**config.mk**
```make
export PLATFORM = sky130hd
export DESIGN_NAME = url_percent_decoder
export DESIGN_NICKNAME = d
export VERILOG_FILES = /design/src/rtl/upd_pkg.sv /design/src/rtl/url_percent_decoder.sv /design/src/rtl/upd_front.sv /design/src/rtl/upd_fifo.sv /design/src/rtl/upd_back.sv
export SDC_FILE = /design/constraint.sdc
export NUM_CORES = 1
export LEC_CHECK = 0
export ABC_AREA = 1
export BUFFER_PORTS_ARGS = -buffer_cell sky130_fd_sc_hd__buf_2
export CORE_ASPECT_RATIO = 1.2
export CORE_MARGIN = 1
export CORE_UTILIZATION = 40
export CTS_BUF_LIST = sky130_fd_sc_hd__clkbuf_8
export CTS_CLUSTER_SIZE = 16
export DETAILED_ROUTE_END_ITERATION = 16
export GPL_TIMING_DRIVEN = 1
export SLEW_MARGIN = 20
export SYNTH_ARGS = -nofsm -noshare
export SYNTH_HDL_FRONTEND = slang
export SYNTH_SLANG_ARGS = --single-unit
```
**constraint.sdc**
```tcl
create_clock -name clk_i -period 3.32 [get_ports clk_i]
set_clock_uncertainty 0.15 [all_clocks]
set_input_delay 0.166 -clock clk_i [delete_from_list [all_inputs] [get_ports clk_i]]
set_output_delay 0.166 -clock clk_i [all_outputs]
set_load 0.05 [all_outputs]
```
**src/rtl/upd_pkg.sv**
```systemverilog
// ----------------------------------------------------------------------------
// upd_pkg: shared types and helpers for the URL percent decoder
// Item structs, escape phase codes, queue entry format and hex decoding.
// ----------------------------------------------------------------------------
`default_nettype none

package upd_pkg;

  // Character codes
  localparam logic [7:0] PctChar   = 8'h25;
  localparam logic [7:0] PlusChar  = 8'h2B;
  localparam logic [7:0] SpaceChar = 8'h20;

  // Most decoded bytes one source byte can cause
  localparam int unsigned MaxResults = 3;

  // Queue between front and back
  localparam int unsigned QDepth = 4;
  localparam int unsigned QPtrW  = $clog2(QDepth);

  // Input and output items
  typedef struct packed {
    logic [7:0] in_byte;
    logic       in_last;
  } in_item_t;

  typedef struct packed {
    logic [7:0] out_byte;
    logic       out_last;
  } out_item_t;

  // Escape state
  typedef enum logic [1:0] {
    PhIdle  = 2'd0,
    PhPct   = 2'd1,
    PhDigit = 2'd2
  } phase_e;

  // One queue entry: the decoded bytes of one source byte
  typedef struct packed {
    logic [1:0]                 cnt;    // 1 to MaxResults
    logic                       last;   // final entry of the string
    logic [MaxResults-1:0][7:0] bytes;  // bytes[0] goes out first
  } entry_t;

  // Queue status seen by front and back
  typedef struct packed {
    logic empty;
    logic full;
  } q_status_t;

  // Hex digit decode: bit 4 set when the byte is a hex digit
  function automatic logic [4:0] hex_decode(logic [7:0] c);
    logic [4:0] r;
    r = 5'd0;
    case (c) inside
      [8'h30:8'h39]: r = {1'b1, c[3:0]};
      [8'h41:8'h46],
      [8'h61:8'h66]: r = {1'b1, c[3:0] + 4'd9};
      default:       r = 5'd0;
    endcase
    return r;
  endfunction

endpackage

`default_nettype wire

```
**src/rtl/url_percent_decoder.sv**
```systemverilog
// ----------------------------------------------------------------------------
// url_percent_decoder: streaming form-urlencoded decoder
// '+' becomes a space, '%' and two hex digits become one byte, malformed
// or unfinished escapes pass through literally.
//
//   channel | direction | payload                       | handshake
//   --------+-----------+-------------------------------+---------------------
//   in      | input     | in_byte[7:0], in_last         | in_valid_i/in_ready_o
//   out     | output    | out_byte[7:0], out_last       | out_valid_o/out_ready_i
//
// One source byte is taken per cycle while the entry queue has room.
// Decoded bytes leave the queue head through an output register, one per cycle
// while out_ready_i allows, so a source byte causing two or three bytes holds
// the back end longer; the four-entry queue absorbs these bursts.
// Reset clears the escape state, the queue and the output register.
// Output stalls back up through the queue to in_ready_o.
// ----------------------------------------------------------------------------
`default_nettype none

module url_percent_decoder (
  input  wire                 clk_i,
  input  wire                 rst_ni,
  input  wire                 in_valid_i,
  output logic                in_ready_o,
  input  upd_pkg::in_item_t   in_data_i,
  output logic                out_valid_o,
  input  wire                 out_ready_i,
  output upd_pkg::out_item_t  out_data_o
);

  upd_pkg::entry_t     push_entry;
  upd_pkg::entry_t     head;
  upd_pkg::q_status_t  q_status;
  logic                push;
  logic                pop;

  upd_front u_front (
    .clk_i      (clk_i),
    .rst_ni     (rst_ni),
    .in_valid_i (in_valid_i),
    .in_ready_o (in_ready_o),
    .in_data_i  (in_data_i),
    .q_status_i (q_status),
    .push_o     (push),
    .entry_o    (push_entry)
  );

  upd_fifo u_fifo (
    .clk_i    (clk_i),
    .rst_ni   (rst_ni),
    .push_i   (push),
    .entry_i  (push_entry),
    .pop_i    (pop),
    .head_o   (head),
    .status_o (q_status)
  );

  upd_back u_back (
    .clk_i       (clk_i),
    .rst_ni      (rst_ni),
    .head_i      (head),
    .q_status_i  (q_status),
    .pop_o       (pop),
    .out_valid_o (out_valid_o),
    .out_ready_i (out_ready_i),
    .out_data_o  (out_data_o)
  );

endmodule

`default_nettype wire

```
**src/rtl/upd_front.sv**
```systemverilog
// ----------------------------------------------------------------------------
// upd_front: escape tracking and classification
// Takes one source byte per cycle unless the queue is full, tracks the pending
// escape and builds the queue entry with the decoded bytes the byte causes.
// ----------------------------------------------------------------------------
`default_nettype none

module upd_front (
  input  wire                 clk_i,
  input  wire                 rst_ni,
  input  wire                 in_valid_i,
  output logic                in_ready_o,
  input  upd_pkg::in_item_t   in_data_i,
  input  upd_pkg::q_status_t  q_status_i,
  output logic                push_o,
  output upd_pkg::entry_t     entry_o
);

  upd_pkg::phase_e phase_q, phase_d;
  logic [7:0]      held_q, held_d;

  logic [7:0]      b;
  logic [4:0]      hex_b;
  logic [4:0]      hex_h;
  logic            do_fresh;
  logic [1:0]      n;
  logic            accept;

  assign b          = in_data_i.in_byte;
  assign hex_b      = upd_pkg::hex_decode(b);
  assign hex_h      = upd_pkg::hex_decode(held_q);
  assign in_ready_o = !q_status_i.full;
  assign accept     = in_valid_i && in_ready_o;

  // Decode of the current byte against the pending escape
  always_comb begin
    phase_d       = phase_q;
    held_d        = held_q;
    do_fresh      = 1'b0;
    n             = 2'd0;
    entry_o.bytes = '0;

    case (phase_q)
      upd_pkg::PhPct: begin
        if (hex_b[4]) begin
          phase_d = upd_pkg::PhDigit;
          held_d  = b;
        end else begin
          entry_o.bytes[0] = upd_pkg::PctChar;
          n                = 2'd1;
          do_fresh         = 1'b1;
        end
      end
      upd_pkg::PhDigit: begin
        if (hex_b[4]) begin
          entry_o.bytes[0] = {hex_h[3:0], hex_b[3:0]};
          n                = 2'd1;
          phase_d          = upd_pkg::PhIdle;
        end else begin
          entry_o.bytes[0] = upd_pkg::PctChar;
          entry_o.bytes[1] = held_q;
          n                = 2'd2;
          do_fresh         = 1'b1;
        end
      end
      default: begin
        do_fresh = 1'b1;
      end
    endcase

    // Byte with no escape pending
    if (do_fresh) begin
      phase_d = upd_pkg::PhIdle;
      if (b == upd_pkg::PctChar) begin
        phase_d = upd_pkg::PhPct;
      end else begin
        entry_o.bytes[n] = (b == upd_pkg::PlusChar) ? upd_pkg::SpaceChar : b;
        n                = n + 2'd1;
      end
    end

    // End of string: flush what is pending literally
    if (in_data_i.in_last) begin
      if (phase_d == upd_pkg::PhPct) begin
        entry_o.bytes[n] = upd_pkg::PctChar;
        n                = n + 2'd1;
      end else if (phase_d == upd_pkg::PhDigit) begin
        entry_o.bytes[n]        = upd_pkg::PctChar;
        entry_o.bytes[n + 2'd1] = held_d;
        n                       = n + 2'd2;
      end
      phase_d = upd_pkg::PhIdle;
      held_d  = 8'd0;
    end

    entry_o.cnt  = n;
    entry_o.last = in_data_i.in_last;
    push_o       = accept && (n != 2'd0);
  end

  // Escape state
  always_ff @(posedge clk_i or negedge rst_ni) begin
    if (!rst_ni) begin
      phase_q <= upd_pkg::PhIdle;
      held_q  <= 8'd0;
    end else if (accept) begin
      phase_q <= phase_d;
      held_q  <= held_d;
    end
  end

  // A final byte always yields at least one decoded byte
  assert property (@(posedge clk_i) disable iff (!rst_ni)
    (accept && in_data_i.in_last) |-> push_o)
    else $error("final byte produced no entry");

  // The escape always closes at the end of a string
  assert property (@(posedge clk_i) disable iff (!rst_ni)
    (accept && in_data_i.in_last) |=> (phase_q == upd_pkg::PhIdle))
    else $error("escape left pending after final byte");

endmodule

`default_nettype wire

```
**src/rtl/upd_fifo.sv**
```systemverilog
// ----------------------------------------------------------------------------
// upd_fifo: entry queue between front and back
// Small register queue; push and pop may happen in the same cycle.
// ----------------------------------------------------------------------------
`default_nettype none

module upd_fifo (
  input  wire                 clk_i,
  input  wire                 rst_ni,
  input  wire                 push_i,
  input  upd_pkg::entry_t     entry_i,
  input  wire                 pop_i,
  output upd_pkg::entry_t     head_o,
  output upd_pkg::q_status_t  status_o
);

  upd_pkg::entry_t                mem_q [upd_pkg::QDepth];
  logic [upd_pkg::QPtrW-1:0]      wptr_q, rptr_q;
  logic [upd_pkg::QPtrW:0]        count_q;

  assign status_o.empty = (count_q == '0);
  assign status_o.full  = (count_q == (upd_pkg::QPtrW+1)'(upd_pkg::QDepth));
  assign head_o         = mem_q[rptr_q];

  // Storage
  always_ff @(posedge clk_i) begin
    if (push_i) begin
      mem_q[wptr_q] <= entry_i;
    end
  end

  // Pointers and fill count
  always_ff @(posedge clk_i or negedge rst_ni) begin
    if (!rst_ni) begin
      wptr_q  <= '0;
      rptr_q  <= '0;
      count_q <= '0;
    end else begin
      if (push_i) begin
        wptr_q <= wptr_q + 1'b1;
      end
      if (pop_i) begin
        rptr_q <= rptr_q + 1'b1;
      end
      case ({push_i, pop_i})
        2'b10:   count_q <= count_q + 1'b1;
        2'b01:   count_q <= count_q - 1'b1;
        default: count_q <= count_q;
      endcase
    end
  end

  assert property (@(posedge clk_i) disable iff (!rst_ni)
    push_i |-> !status_o.full)
    else $error("push into full queue");

  assert property (@(posedge clk_i) disable iff (!rst_ni)
    pop_i |-> !status_o.empty)
    else $error("pop from empty queue");

  assert property (@(posedge clk_i) disable iff (!rst_ni)
    count_q <= (upd_pkg::QPtrW+1)'(upd_pkg::QDepth))
    else $error("queue count beyond depth");

endmodule

`default_nettype wire

```
**src/rtl/upd_back.sv**
```systemverilog
// ----------------------------------------------------------------------------
// upd_back: byte serialiser
// Sends head entry bytes via an output register, one per cycle unless stalled.
// ----------------------------------------------------------------------------
`default_nettype none

module upd_back (
  input  wire                 clk_i,
  input  wire                 rst_ni,
  input  upd_pkg::entry_t     head_i,
  input  upd_pkg::q_status_t  q_status_i,
  output logic                pop_o,
  output logic                out_valid_o,
  input  wire                 out_ready_i,
  output upd_pkg::out_item_t  out_data_o
);

  logic                 valid_q;
  upd_pkg::out_item_t   data_q, data_d;
  logic [1:0]           sel_q, sel_d;
  logic                 load;
  logic                 at_end;

  assign out_valid_o = valid_q;
  assign out_data_o  = data_q;

  // Pick the next byte of the head entry
  always_comb begin
    load            = (!valid_q || out_ready_i) && !q_status_i.empty;
    at_end          = (sel_q == head_i.cnt - 2'd1);
    data_d.out_byte = head_i.bytes[sel_q];
    data_d.out_last = head_i.last && at_end;
    pop_o           = load && at_end;
    sel_d           = sel_q;
    if (load) begin
      sel_d = at_end ? 2'd0 : sel_q + 2'd1;
    end
  end

  // Output register
  always_ff @(posedge clk_i or negedge rst_ni) begin
    if (!rst_ni) begin
      valid_q <= 1'b0;
      sel_q   <= 2'd0;
    end else begin
      sel_q <= sel_d;
      if (load) begin
        valid_q <= 1'b1;
      end else if (out_ready_i) begin
        valid_q <= 1'b0;
      end
    end
  end

  always_ff @(posedge clk_i) begin
    if (load) begin
      data_q <= data_d;
    end
  end

  // The byte index stays inside the head entry
  assert property (@(posedge clk_i) disable iff (!rst_ni)
    !q_status_i.empty |-> (sel_q < head_i.cnt))
    else $error("byte index beyond head entry");

endmodule

`default_nettype wire

```
==> results.json, run 1 <==
{
  "status": "completed",
  "routed_wire_length_per_instance_um": 18.5,
  "synth_area_um2": 6710,
  "grtUsageTotal_pct": 20.4,
  "routed_wirelength_mm": 16.7,
  "cts_sinks": 137,
  "crit-reg2reg-capture": "u_fifo.count_q[2]",
  "detailedRoute.firstIterationViolations": 402,
  "clock_path_buffers": 2,
  "drcViolationCount": 0,
  "ys_seq_area_share_pct": 59.8,
  "layout_worst_path_cycle_share_pct": 92.3,
  "antenna_found_initial": 0,
  "post_route_setup_tns_ns": 0,
  "pin_count_of_the_biggest_net_entering_global_routing": 51,
  "timing.setup.critical_path_class": "input port to flip-flop",
  "synth_largest_area_cell": "sky130_fd_sc_hd__edfxtp_1",
  "synth_area_per_cell_um2": 10.7,
  "drive_gt1_share_pct": 17.8,
  "finalMaxSlewViolations": 0,
  "worst-r2r-setup-slack_ns": 0.26,
  "cts-buffers-inserted": 17,
  "inst_count_dp": 866,
  "placed_area_um2": 7250,
  "async_flop_share_pct": 14.6,
  "max_cap_check_violation_count": 0,
  "clkSlewWorstSetupHoldPaths_ns": 0.08,
  "post-place-ws_ns": -0.00792,
  "boundaryPins": 24,
  "period_needed_ns": 3.07,
  "die_w_um": 120,
  "unrepaired_setup_endpoints_after_global_routing": "false",
  "yosysUniqueCellTypes": 44,
  "area_growth_syn_to_layout_pct": 14.8,
  "synth_flop_cell": "sky130_fd_sc_hd__edfxtp_1",
  "floorplan.die.height_um": 144,
  "htreeDepth": 4,
  "worstPathRequired_ns": 3.48,
  "synthTopCellsByArea": "sky130_fd_sc_hd__edfxtp_1, sky130_fd_sc_hd__dfrtp_1, sky130_fd_sc_hd__o21ai_0",
  "power.static_leakage_uw": 0.00297,
  "detailed_place_hpwl_mm": 11.3,
  "nets": 712,
  "finalSetupViolCount": 0,
  "port-buffer-count": 23,
  "crit_path_max_fanout": 7,
  "element_type_at_the_critical_path_start": "input port",
  "critical_path_arrival_ns": 3.22,
  "post-synth-top-count-cell": "sky130_fd_sc_hd__edfxtp_1",
  "detailroute.via_count": 4945,
  "reg2regPathDepth": 18,
  "fmax_ghz": 0.326,
  "synth.yosys.warnings": 0,
  "timing_worst_slew_pin_value_ns": 0.904,
  "core.rowCount": 51,
  "post_layout_nonfiller_instances": 903,
  "postSynthNetCount": 659,
  "num-fill-cells": 1579,
  "clk_tree_root_cell": "sky130_fd_sc_hd__clkbuf_8",
  "power-per-cell-area_nw_per_um2": 756,
  "path_type_of_the_worst_min_delay_path": "input port to async pin",
  "floorplan.core_area_um2": 16300,
  "r2r-start": "u_front.phase_q[1]",
  "synth-seq-cells": 137,
  "first_global_vias": 4851,
  "finalHoldViolations": 0,
  "clk_latency_ns": 0.42,
  "drt-vias-per-instance": 5.48,
  "drt_first_pass_iters": 5,
  "finalInstanceArea_um2": 7700,
  "synth_cells": 626,
  "final_antenna_net_count": 0,
  "globalRoute.totalOverflow": 0,
  "floorplan.initialDensity_pct": 41.1,
  "synth.cells.most_frequent": "sky130_fd_sc_hd__edfxtp_1, sky130_fd_sc_hd__o21ai_0, sky130_fd_sc_hd__nor2_1",
  "first_pass_grt_wire_length_mm": 26.3,
  "synth_edf_count": 117,
  "critical_path_end_type": "flip-flop",
  "worst_ir_drop_vdd_mv": 0.283,
  "power_uw": 5820,
  "tritoncts": "done",
  "antenna_cells_inserted": 0,
  "floorplan.die_area_um2": 17300,
  "slew_headroom_pct": 39.5,
  "place_congestion": 0.964,
  "setup_ws_ns": 0.254,
  "synthDominantCellAreaShare_pct": 52.4
}
[state kept, by name, summed over array words and instances, names as in the netlist, 2 cells and up]
signal / cells
u_back.out_data_o: 9
u_fifo.rptr_q: 2
u_fifo.wptr_q: 2
u_fifo.mem_q: 108
u_front.held_q: 8
u_back.sel_q: 2
u_front.phase_q: 2
u_fifo.count_q: 3
[through the flow]
stage | util [%] | hold slack [ns]
6_report | 47.1 | 0.0831
5_1_grt | 47.1 | 0.108
2_1_floorplan | - | -0.280
3_3_place_gp | 44.4 | 0.0179
4_1_cts | 46.9 | 0.0482
3_5_place_dp | 44.4 | 0.0252
[power by group]
group	internal (µW)	switching [µW]	total [µW]
Sequential	2310	117	2430
Combinational	651	1470	2120
Clock	654	622	1280
[kinds of logic (layout without fill, tap and decap cells)]
logic type	Yosys count	count (layout)	share of synthesized area (%)
and+or+nand+nor	204	204	14.8
DFF	137	137	59.8
xor gates and xnor gates	8	8	1.04
AOI/OAI and AO/OA	165	165	15.0
adders and majority gates	20	20	3.84
buffers and inverters	92	157	5.41
[repair_timing]
item                       in CTS  in global routing
hold buffers                    4                  0
setup endpoints to repair       0                  1
hold endpoints to repair       26                  0
setup buffers                   0                  2
resized for setup               0                  6
[critical path, cell delays in order]
cell                            delay [ns]
sky130_fd_sc_hd__dlygate4sd3_1        0.53
sky130_fd_sc_hd__buf_2                0.15
sky130_fd_sc_hd__nand2_1              0.11
sky130_fd_sc_hd__nor2_4               0.06
sky130_fd_sc_hd__nand2_4              0.13
sky130_fd_sc_hd__nand3_4              0.14
sky130_fd_sc_hd__inv_1                0.10
sky130_fd_sc_hd__nand2_1              0.05
sky130_fd_sc_hd__nand2_1              0.08
sky130_fd_sc_hd__nand2_2              0.06
sky130_fd_sc_hd__ha_1                 0.26
sky130_fd_sc_hd__nand3b_1             0.17
sky130_fd_sc_hd__nand2_2              0.11
sky130_fd_sc_hd__nand2_4              0.08
sky130_fd_sc_hd__nand2_8              0.06
sky130_fd_sc_hd__ha_1                 0.15
sky130_fd_sc_hd__inv_1                0.06
sky130_fd_sc_hd__fa_1                 0.38
sky130_fd_sc_hd__a21oi_1              0.15
sky130_fd_sc_hd__o21ai_1              0.08
sky130_fd_sc_hd__xor2_1               0.14
[layer usage]
metal	vias to the layer above	global-route usage [%]	part of all wire, %
met5	-	0	0
met4	0	7.73	1.9
met3	22	3.25	5.2
met2	182	35.2	50
met1	2392	25.7	42
li1	2349	-	-
[cell type report]
cell class / instances / area (µm²) / share of cell area [%]
clock buffers: 17 / 234 / 3.04
clock inverters: 14 / 135 / 1.75
inverters: 67 / 251 / 3.27
multi-input cells: 397 / 2350 / 30.6
flip-flops and latches: 137 / 4010 / 52.1
well taps: 212 / 265 / 3.44
repair buffers: 59 / 445 / 5.78
[how the worst max path moves through the flow]
stage                             from           endpoint  cells past startpoint
floorplan           u_front.phase_q[0]  u_fifo.count_q[2]                     19
global placement          in_data_i[2]  u_fifo.count_q[2]                     21
detailed placement        in_data_i[2]  u_fifo.count_q[2]                     21
CTS                 u_front.phase_q[0]  u_fifo.count_q[2]                     18
global route        u_front.phase_q[1]  u_fifo.count_q[2]                     18
finish                    in_data_i[6]  u_fifo.count_q[2]                     21
[cells in the final DEF, fill, tap and decap left out, types with 3 or more instances in the layout]
| master | count |
|---|---|
| sky130_fd_sc_hd__edfxtp_1 | 117 |
| sky130_fd_sc_hd__o21ai_0 | 76 |
| sky130_fd_sc_hd__nor2_1 | 75 |
| sky130_fd_sc_hd__nand2_1 | 73 |
| sky130_fd_sc_hd__inv_1 | 61 |
| sky130_fd_sc_hd__o22ai_1 | 39 |
| sky130_fd_sc_hd__buf_4 | 28 |
| sky130_fd_sc_hd__buf_2 | 23 |
| sky130_fd_sc_hd__dfrtp_1 | 20 |
| sky130_fd_sc_hd__ha_1 | 17 |
| sky130_fd_sc_hd__clkbuf_8 | 17 |
| sky130_fd_sc_hd__o221ai_1 | 15 |
| sky130_fd_sc_hd__nand3_1 | 14 |
| sky130_fd_sc_hd__a21oi_1 | 10 |
| sky130_fd_sc_hd__a32o_1 | 8 |
| sky130_fd_sc_hd__inv_2 | 7 |
| sky130_fd_sc_hd__nor2_2 | 7 |
| sky130_fd_sc_hd__nand2_2 | 7 |
| sky130_fd_sc_hd__xor2_1 | 7 |
| sky130_fd_sc_hd__nor3_1 | 6 |
| sky130_fd_sc_hd__nand2_4 | 5 |
| sky130_fd_sc_hd__nand3_4 | 4 |
| sky130_fd_sc_hd__o21ai_1 | 4 |
| sky130_fd_sc_hd__dlygate4sd3_1 | 4 |
| sky130_fd_sc_hd__buf_12 | 4 |
| sky130_fd_sc_hd__nor2_4 | 3 |
| sky130_fd_sc_hd__nand4_1 | 3 |
| sky130_fd_sc_hd__clkinvlp_4 | 3 |
| sky130_fd_sc_hd__clkinv_2 | 3 |
Power figures use the tool's default switching activity.
==> run 2: changes to the inputs <==
- PLACE_DENSITY: unset -> 0.65
==> run 2 against run 1 <==
Worst hold slack worse by 0.055 ns. Non-clock buffer count is 2 higher. Die area stayed put. Global-route usage is 0.48 points higher. Utilization is 0.44 points higher. Flip-flop and latch count stayed put. Clock-buffer cell count stayed put. Worst setup slack better by 0.015 ns. Sequential share of layout area is 0.49 points lower. Fmax is 0.51% higher. Largest cell class unchanged. Highest routed layer unchanged.
==> results.json, run 2 (synthesis results as in run 1) <==
{
  "first_pass_grt_wire_length_mm": 27.0,
  "whs_path_cells": 3,
  "element_type_at_the_critical_path_start": "flip-flop",
  "mostFrequentLayoutCell": "sky130_fd_sc_hd__edfxtp_1",
  "clock_path_buffers": 2,
  "finalHoldViolations": 0,
  "path_type_of_the_worst_min_delay_path": "input port to flip-flop",
  "worst_hold_slack_ns": 0.0276,
  "drt_first_pass_iters": 8,
  "critical_path_end_type": "flip-flop",
  "finalSetupViolCount": 0,
  "post-place-ws_ns": 0.0405,
  "floorplan.core_area_um2": 16300,
  "finalInstanceArea_um2": 7770,
  "place_congestion": 0.916,
  "boundaryPins": 24,
  "antenna_found_initial": 0,
  "die_w_um": 120,
  "nets": 714,
  "clk_tree_root_cell": "sky130_fd_sc_hd__clkbuf_8",
  "timing.critical_path.cells": "inv_1 -> ha_1 -> nand3_4 -> nand2_4 -> nand3_4 -> nand2_1 -> nand2_2 -> ha_1 -> nand3b_1 -> nand2_2 -> nand2_4 -> nand2_8 -> ha_1 -> inv_1 -> fa_1 -> a21oi_1 -> o21ai_0 -> xor2_1",
  "reg2regPathDepth": 18,
  "worstPathRequired_ns": 3.49,
  "tritoncts": "done",
  "power-per-cell-area_nw_per_um2": 782,
  "layout.core_utilization_pct": 47.6,
  "drt-vias-per-instance": 5.54,
  "grtUsageTotal_pct": 20.9,
  "cpMostUsedCell": "sky130_fd_sc_hd__ha_1",
  "crit_path_max_fanout": 4,
  "port-buffer-count": 23,
  "core.rowCount": 51,
  "timing.setup.critical_path_class": "flip-flop to flip-flop",
  "globalRoute.totalOverflow": 0,
  "layout_worst_path_cycle_share_pct": 91.9,
  "first_global_vias": 5052,
  "area_growth_syn_to_layout_pct": 15.9,
  "clk_latency_ns": 0.44,
  "crit_slowest_cell": "sky130_fd_sc_hd__dfrtp_1",
  "largest_register_ffs": 108,
  "final_antenna_net_count": 0,
  "pin_count_of_the_biggest_net_entering_global_routing": 49,
  "setup_ws_ns": 0.270,
  "unrepaired_setup_endpoints_after_global_routing": "false",
  "power.static_leakage_uw": 0.00300,
  "drcViolationCount": 0,
  "placed_area_um2": 7270,
  "worst-r2r-setup-slack_ns": 0.27,
  "max_cap_check_violation_count": 0,
  "detailroute.via_count": 5017,
  "routed_wirelength_mm": 16.8,
  "cts-buffers-inserted": 17,
  "htreeDepth": 4,
  "worst_ir_drop_vdd_mv": 0.344,
  "status": "completed",
  "detailedRoute.firstIterationViolations": 431,
  "cts_sinks": 137,
  "routed_wire_length_per_instance_um": 18.5,
  "floorplan.die_area_um2": 17300,
  "antenna_cells_inserted": 0,
  "largest_register": "u_fifo.mem_q",
  "floorplan.initialDensity_pct": 41.1,
  "floorplan.die.height_um": 144,
  "timing_worst_slew_pin_value_ns": 0.930,
  "slew_headroom_pct": 37.7,
  "max_stage_delay_ns": 0.41,
  "detailed_place_hpwl_mm": 11.2,
  "post_route_setup_tns_ns": 0,
  "fmax_ghz": 0.328,
  "clkSlewWorstSetupHoldPaths_ns": 0.08,
  "period_needed_ns": 3.05,
  "drive_gt1_share_pct": 18.3,
  "critical_path_arrival_ns": 3.22,
  "layout_common_cells": "sky130_fd_sc_hd__edfxtp_1, sky130_fd_sc_hd__o21ai_0, sky130_fd_sc_hd__nor2_1, sky130_fd_sc_hd__nand2_1, sky130_fd_sc_hd__inv_1",
  "finalMaxSlewViolations": 0
}
[run 2: final cells by class]
| type | instances | area, µm² |
|---|---|---|
| Sequential cell | 137 | 4010 |
| Clock inverter | 15 | 200 |
| Tap cell | 212 | 265 |
| Multi-Input combinational cell | 397 | 2340 |
| Inverter | 67 | 255 |
| Clock buffer | 17 | 234 |
| Timing Repair Buffer | 61 | 460 |
| Fill cell | 1494 | 8560 |
[run 2: stage by stage]
stage               total power [µW]  std cells
finish                          6080        906
global route                    6400        906
CTS                             6120        905
detailed placement              4650        869
global placement                4560        869
floorplan                       3940        626
[run 2: repair_timing]
action                     CTS  global route
resized for setup            0             3
hold buffers                 4             0
buffers inserted             0             1
setup endpoints to repair    0             1
hold endpoints to repair    26             0
[run 2: power by group]
group	internal, µW	leakage (µW)	switching (µW)
registers	2310	0.00135	115
clock network	820	0.000214	668
logic	669	0.00144	1500
[run 2: path summary, 6_finish.rpt]
check                              startpoint           endpoint
max                        u_front.phase_q[1]  u_fifo.count_q[2]
min                              in_data_i[6]  u_front.held_q[5]
max reg2reg                u_front.phase_q[1]  u_fifo.count_q[2]
min reg2reg                 u_fifo.count_q[0]  u_fifo.count_q[0]
max in group asynchronous              rst_ni  u_front.held_q[5]
min in group asynchronous              rst_ni   u_fifo.wptr_q[1]
[run 2: worst max-delay path: cells and delay by family (launching register included)]
kind                       cells  cell delay, ns
DFF                            1            0.41
adders and majority gates      4            1.00
and+or+nand+nor                9            0.83
AOI/OAI and AO/OA              2            0.25
xor gates and xnor gates       1            0.16
buffers and inverters          2            0.14
[run 2: routing by layer]
layer	vias to the layer above	wire, µm	global-route usage (%)
met5	-	0	0
met4	0	497	10.0
met3	37	951	3.93
met2	188	8330	35.2
met1	2447	6970	25.8
li1	2345	-	-
==> run 3: changes to the inputs <==
- ABC_CLOCK_PERIOD_IN_PS: unset -> 3320
- CELL_PAD_IN_SITES_DETAIL_PLACEMENT: unset -> 1
- CELL_PAD_IN_SITES_GLOBAL_PLACEMENT: unset -> 1
- PLACE_DENSITY: 0.65 -> 0.76
==> run 3 against run 2 <==
Total power grew 1.1%. Via count about the same. Final cell count shrank 0.33%. Critical path type unchanged. Largest cell class unchanged. Highest routed layer unchanged.
==> results.json, run 3 (synthesis results as in run 1) <==
{
  "first_pass_grt_wire_length_mm": 29.4,
  "share_clk_of_total_power_pct": 24.1,
  "r2r-start": "u_front.phase_q[1]",
  "crit_buf_inv": 2,
  "final_antenna_net_count": 0,
  "tritoncts": "done",
  "reg2regPathDepth": 18,
  "clkSlewWorstSetupHoldPaths_ns": 0.08,
  "top_cell_family_by_delay_on_the_critical_path": "adder cells",
  "mostFrequentLayoutCell": "sky130_fd_sc_hd__edfxtp_1",
  "pin_count_of_the_biggest_net_entering_global_routing": 43,
  "drcViolationCount": 0,
  "largest_register_ffs": 108,
  "unrepaired_setup_endpoints_after_global_routing": "false",
  "routed_wire_length_per_instance_um": 21.2,
  "grtUsageTotal_pct": 23.1,
  "layout_common_cells": "sky130_fd_sc_hd__edfxtp_1, sky130_fd_sc_hd__o21ai_0, sky130_fd_sc_hd__nor2_1, sky130_fd_sc_hd__nand2_1, sky130_fd_sc_hd__inv_1",
  "clk_tree_root_cell": "sky130_fd_sc_hd__clkbuf_8",
  "detailed_place_hpwl_mm": 13.4,
  "worst_ir_drop_vdd_mv": 0.278,
  "status": "completed",
  "timing.critical_path.cells": "inv_1 -> ha_2 -> nand3_4 -> nand2_4 -> nand3_4 -> nand2_1 -> nand2_2 -> ha_1 -> nand3b_1 -> nand2_2 -> nand2_4 -> nand2_8 -> ha_1 -> inv_1 -> fa_1 -> a21oi_1 -> o21ai_0 -> xor2_1",
  "antenna_cells_inserted": 0,
  "power.static_leakage_uw": 0.00300,
  "element_type_at_the_critical_path_start": "flip-flop",
  "clock_path_buffers": 2,
  "layout_worst_path_cycle_share_pct": 95.4,
  "cts-buffers-inserted": 17,
  "max_cap_check_violation_count": 0,
  "clk_latency_ns": 0.45,
  "total_switching_power_uw": 2350,
  "first_global_vias": 5290,
  "core.rowCount": 51,
  "critical_path_depth": 18,
  "period_needed_ns": 3.17,
  "floorplan.core_area_um2": 16300,
  "die_w_um": 120,
  "htreeDepth": 4,
  "largest_register": "u_fifo.mem_q",
  "finalHoldViolations": 0,
  "antenna_found_initial": 0,
  "detailroute.via_count": 5015,
  "p_int_uw": 3790,
  "finalSetupViolCount": 0,
  "max_stage_delay_ns": 0.42,
  "area_growth_syn_to_layout_pct": 15.4,
  "post_layout_nonfiller_instances": 903,
  "timing.setup.critical_path_class": "flip-flop to flip-flop",
  "combinationalPowerShare_pct": 36.3,
  "cts_setup_buffers": 0,
  "globalRoute.totalOverflow": 0,
  "boundaryPins": 24,
  "critical_path_arrival_ns": 3.35,
  "finalMaxSlewViolations": 0,
  "inst_count_dp": 868,
  "startpoint": "u_front.phase_q[1]",
  "port-buffer-count": 23,
  "timing_worst_slew_pin_value_ns": 0.903,
  "power-per-cell-area_nw_per_um2": 793,
  "nets": 711,
  "floorplan.die.height_um": 144,
  "slew_headroom_pct": 39.6,
  "routed_wirelength_mm": 19.2,
  "detailedRoute.firstIterationViolations": 306,
  "crit_path_max_fanout": 4,
  "cts_sinks": 137,
  "floorplan.die_area_um2": 17300,
  "drt_first_pass_iters": 5,
  "path_type_of_the_worst_min_delay_path": "input port to async pin",
  "critical_path_end_type": "flip-flop",
  "critical_path_end": "u_fifo.count_q[2]",
  "place_congestion": 0.959,
  "crit_slowest_cell": "sky130_fd_sc_hd__dfrtp_1",
  "fmax_ghz": 0.316,
  "swShare_pct": 38.3,
  "drt-vias-per-instance": 5.55,
  "crit-reg2reg-capture": "u_fifo.count_q[2]",
  "worst-r2r-setup-slack_ns": 0.15,
  "part_of_the_total_power_dissipated_in_sequential_elements_pct": 39.6,
  "worstPathRequired_ns": 3.50,
  "drive_gt1_share_pct": 18.1,
  "worst_hold_slack_ns": 0.0611,
  "floorplan.initialDensity_pct": 41.1
}
[run 3: worst min-delay path by stage]
| stage | endpoint | slack (ns) | depth (start not counted) |
|---|---|---|---|
| finish | u_fifo.count_q[1] | 0.06 | 2 |
| global route | u_fifo.count_q[0] | 0.07 | 2 |
| CTS | u_fifo.count_q[1] | 0.05 | 2 |
| detailed placement | u_front.held_q[0] | 0.009 | 1 |
| global placement | u_front.held_q[0] | 0.005 | 1 |
| floorplan | u_back.out_valid_o | -0.28 | 0 |
[run 3: layout make-up]
class,count,area (µm²)
clock inverter,15,198
fill,1818,8590
tap,212,265
sequential,137,4010
timing repair buffer,58,435
inverter,67,251
multi-input combinational,397,2350
clock buffer,17,234
[run 3: power by group through the flow]
stage | Combinational (µW) | Clock (µW) | Sequential (µW)
2_1_floorplan | 1280 | 0 | 2660
3_5_place_dp | 2230 | 0 | 2470
6_report | 2230 | 1480 | 2430
5_1_grt | 2410 | 1560 | 2460
3_3_place_gp | 2100 | 0 | 2440
4_1_cts | 2250 | 1500 | 2430
[run 3: routing by layer]
layer,GRT usage (%),part of all wire (%),wire length [µm],vias up
li1,-,-,-,2333
met1,25.8,39,7480,2514
met2,42.6,54,10400,132
met3,4.76,4.0,762,36
met4,9.42,2.8,532,0
met5,0,0,0,-
[run 3: through the flow]
stage	utilization, %	setup TNS [ns]	power [µW]	setup slack (ns)	cell area [µm²]
5_1_grt	47.4	0	6430	0.00100	7740
3_3_place_gp	44.5	0	4540	0.0149	7270
2_1_floorplan	-	0	3940	0.0723	6710
4_1_cts	47.3	0	6180	0.0487	7730
3_5_place_dp	44.5	-0.0947	4700	-0.0947	7270
6_report	47.4	0	6140	0.153	7740
[run 3: repair_timing]
item / 4_1_cts / 5_1_grt
hold buffers: 3 / 0
gates resized for setup: 0 / 4
endpoints found under the setup margin: 0 / 1
hold endpoints to repair: 25 / 0
[run 3: worst register-to-register path, cell delays in order (launching register included)]
cell,delay [ns]
sky130_fd_sc_hd__dfrtp_1,0.42
sky130_fd_sc_hd__inv_1,0.10
sky130_fd_sc_hd__ha_2,0.22
sky130_fd_sc_hd__nand3_4,0.12
sky130_fd_sc_hd__nand2_4,0.09
sky130_fd_sc_hd__nand3_4,0.06
sky130_fd_sc_hd__nand2_1,0.08
sky130_fd_sc_hd__nand2_2,0.05
sky130_fd_sc_hd__ha_1,0.26
sky130_fd_sc_hd__nand3b_1,0.19
sky130_fd_sc_hd__nand2_2,0.13
sky130_fd_sc_hd__nand2_4,0.09
sky130_fd_sc_hd__nand2_8,0.06
sky130_fd_sc_hd__ha_1,0.16
sky130_fd_sc_hd__inv_1,0.07
sky130_fd_sc_hd__fa_1,0.37
sky130_fd_sc_hd__a21oi_1,0.16
sky130_fd_sc_hd__o21ai_0,0.13
sky130_fd_sc_hd__xor2_1,0.16
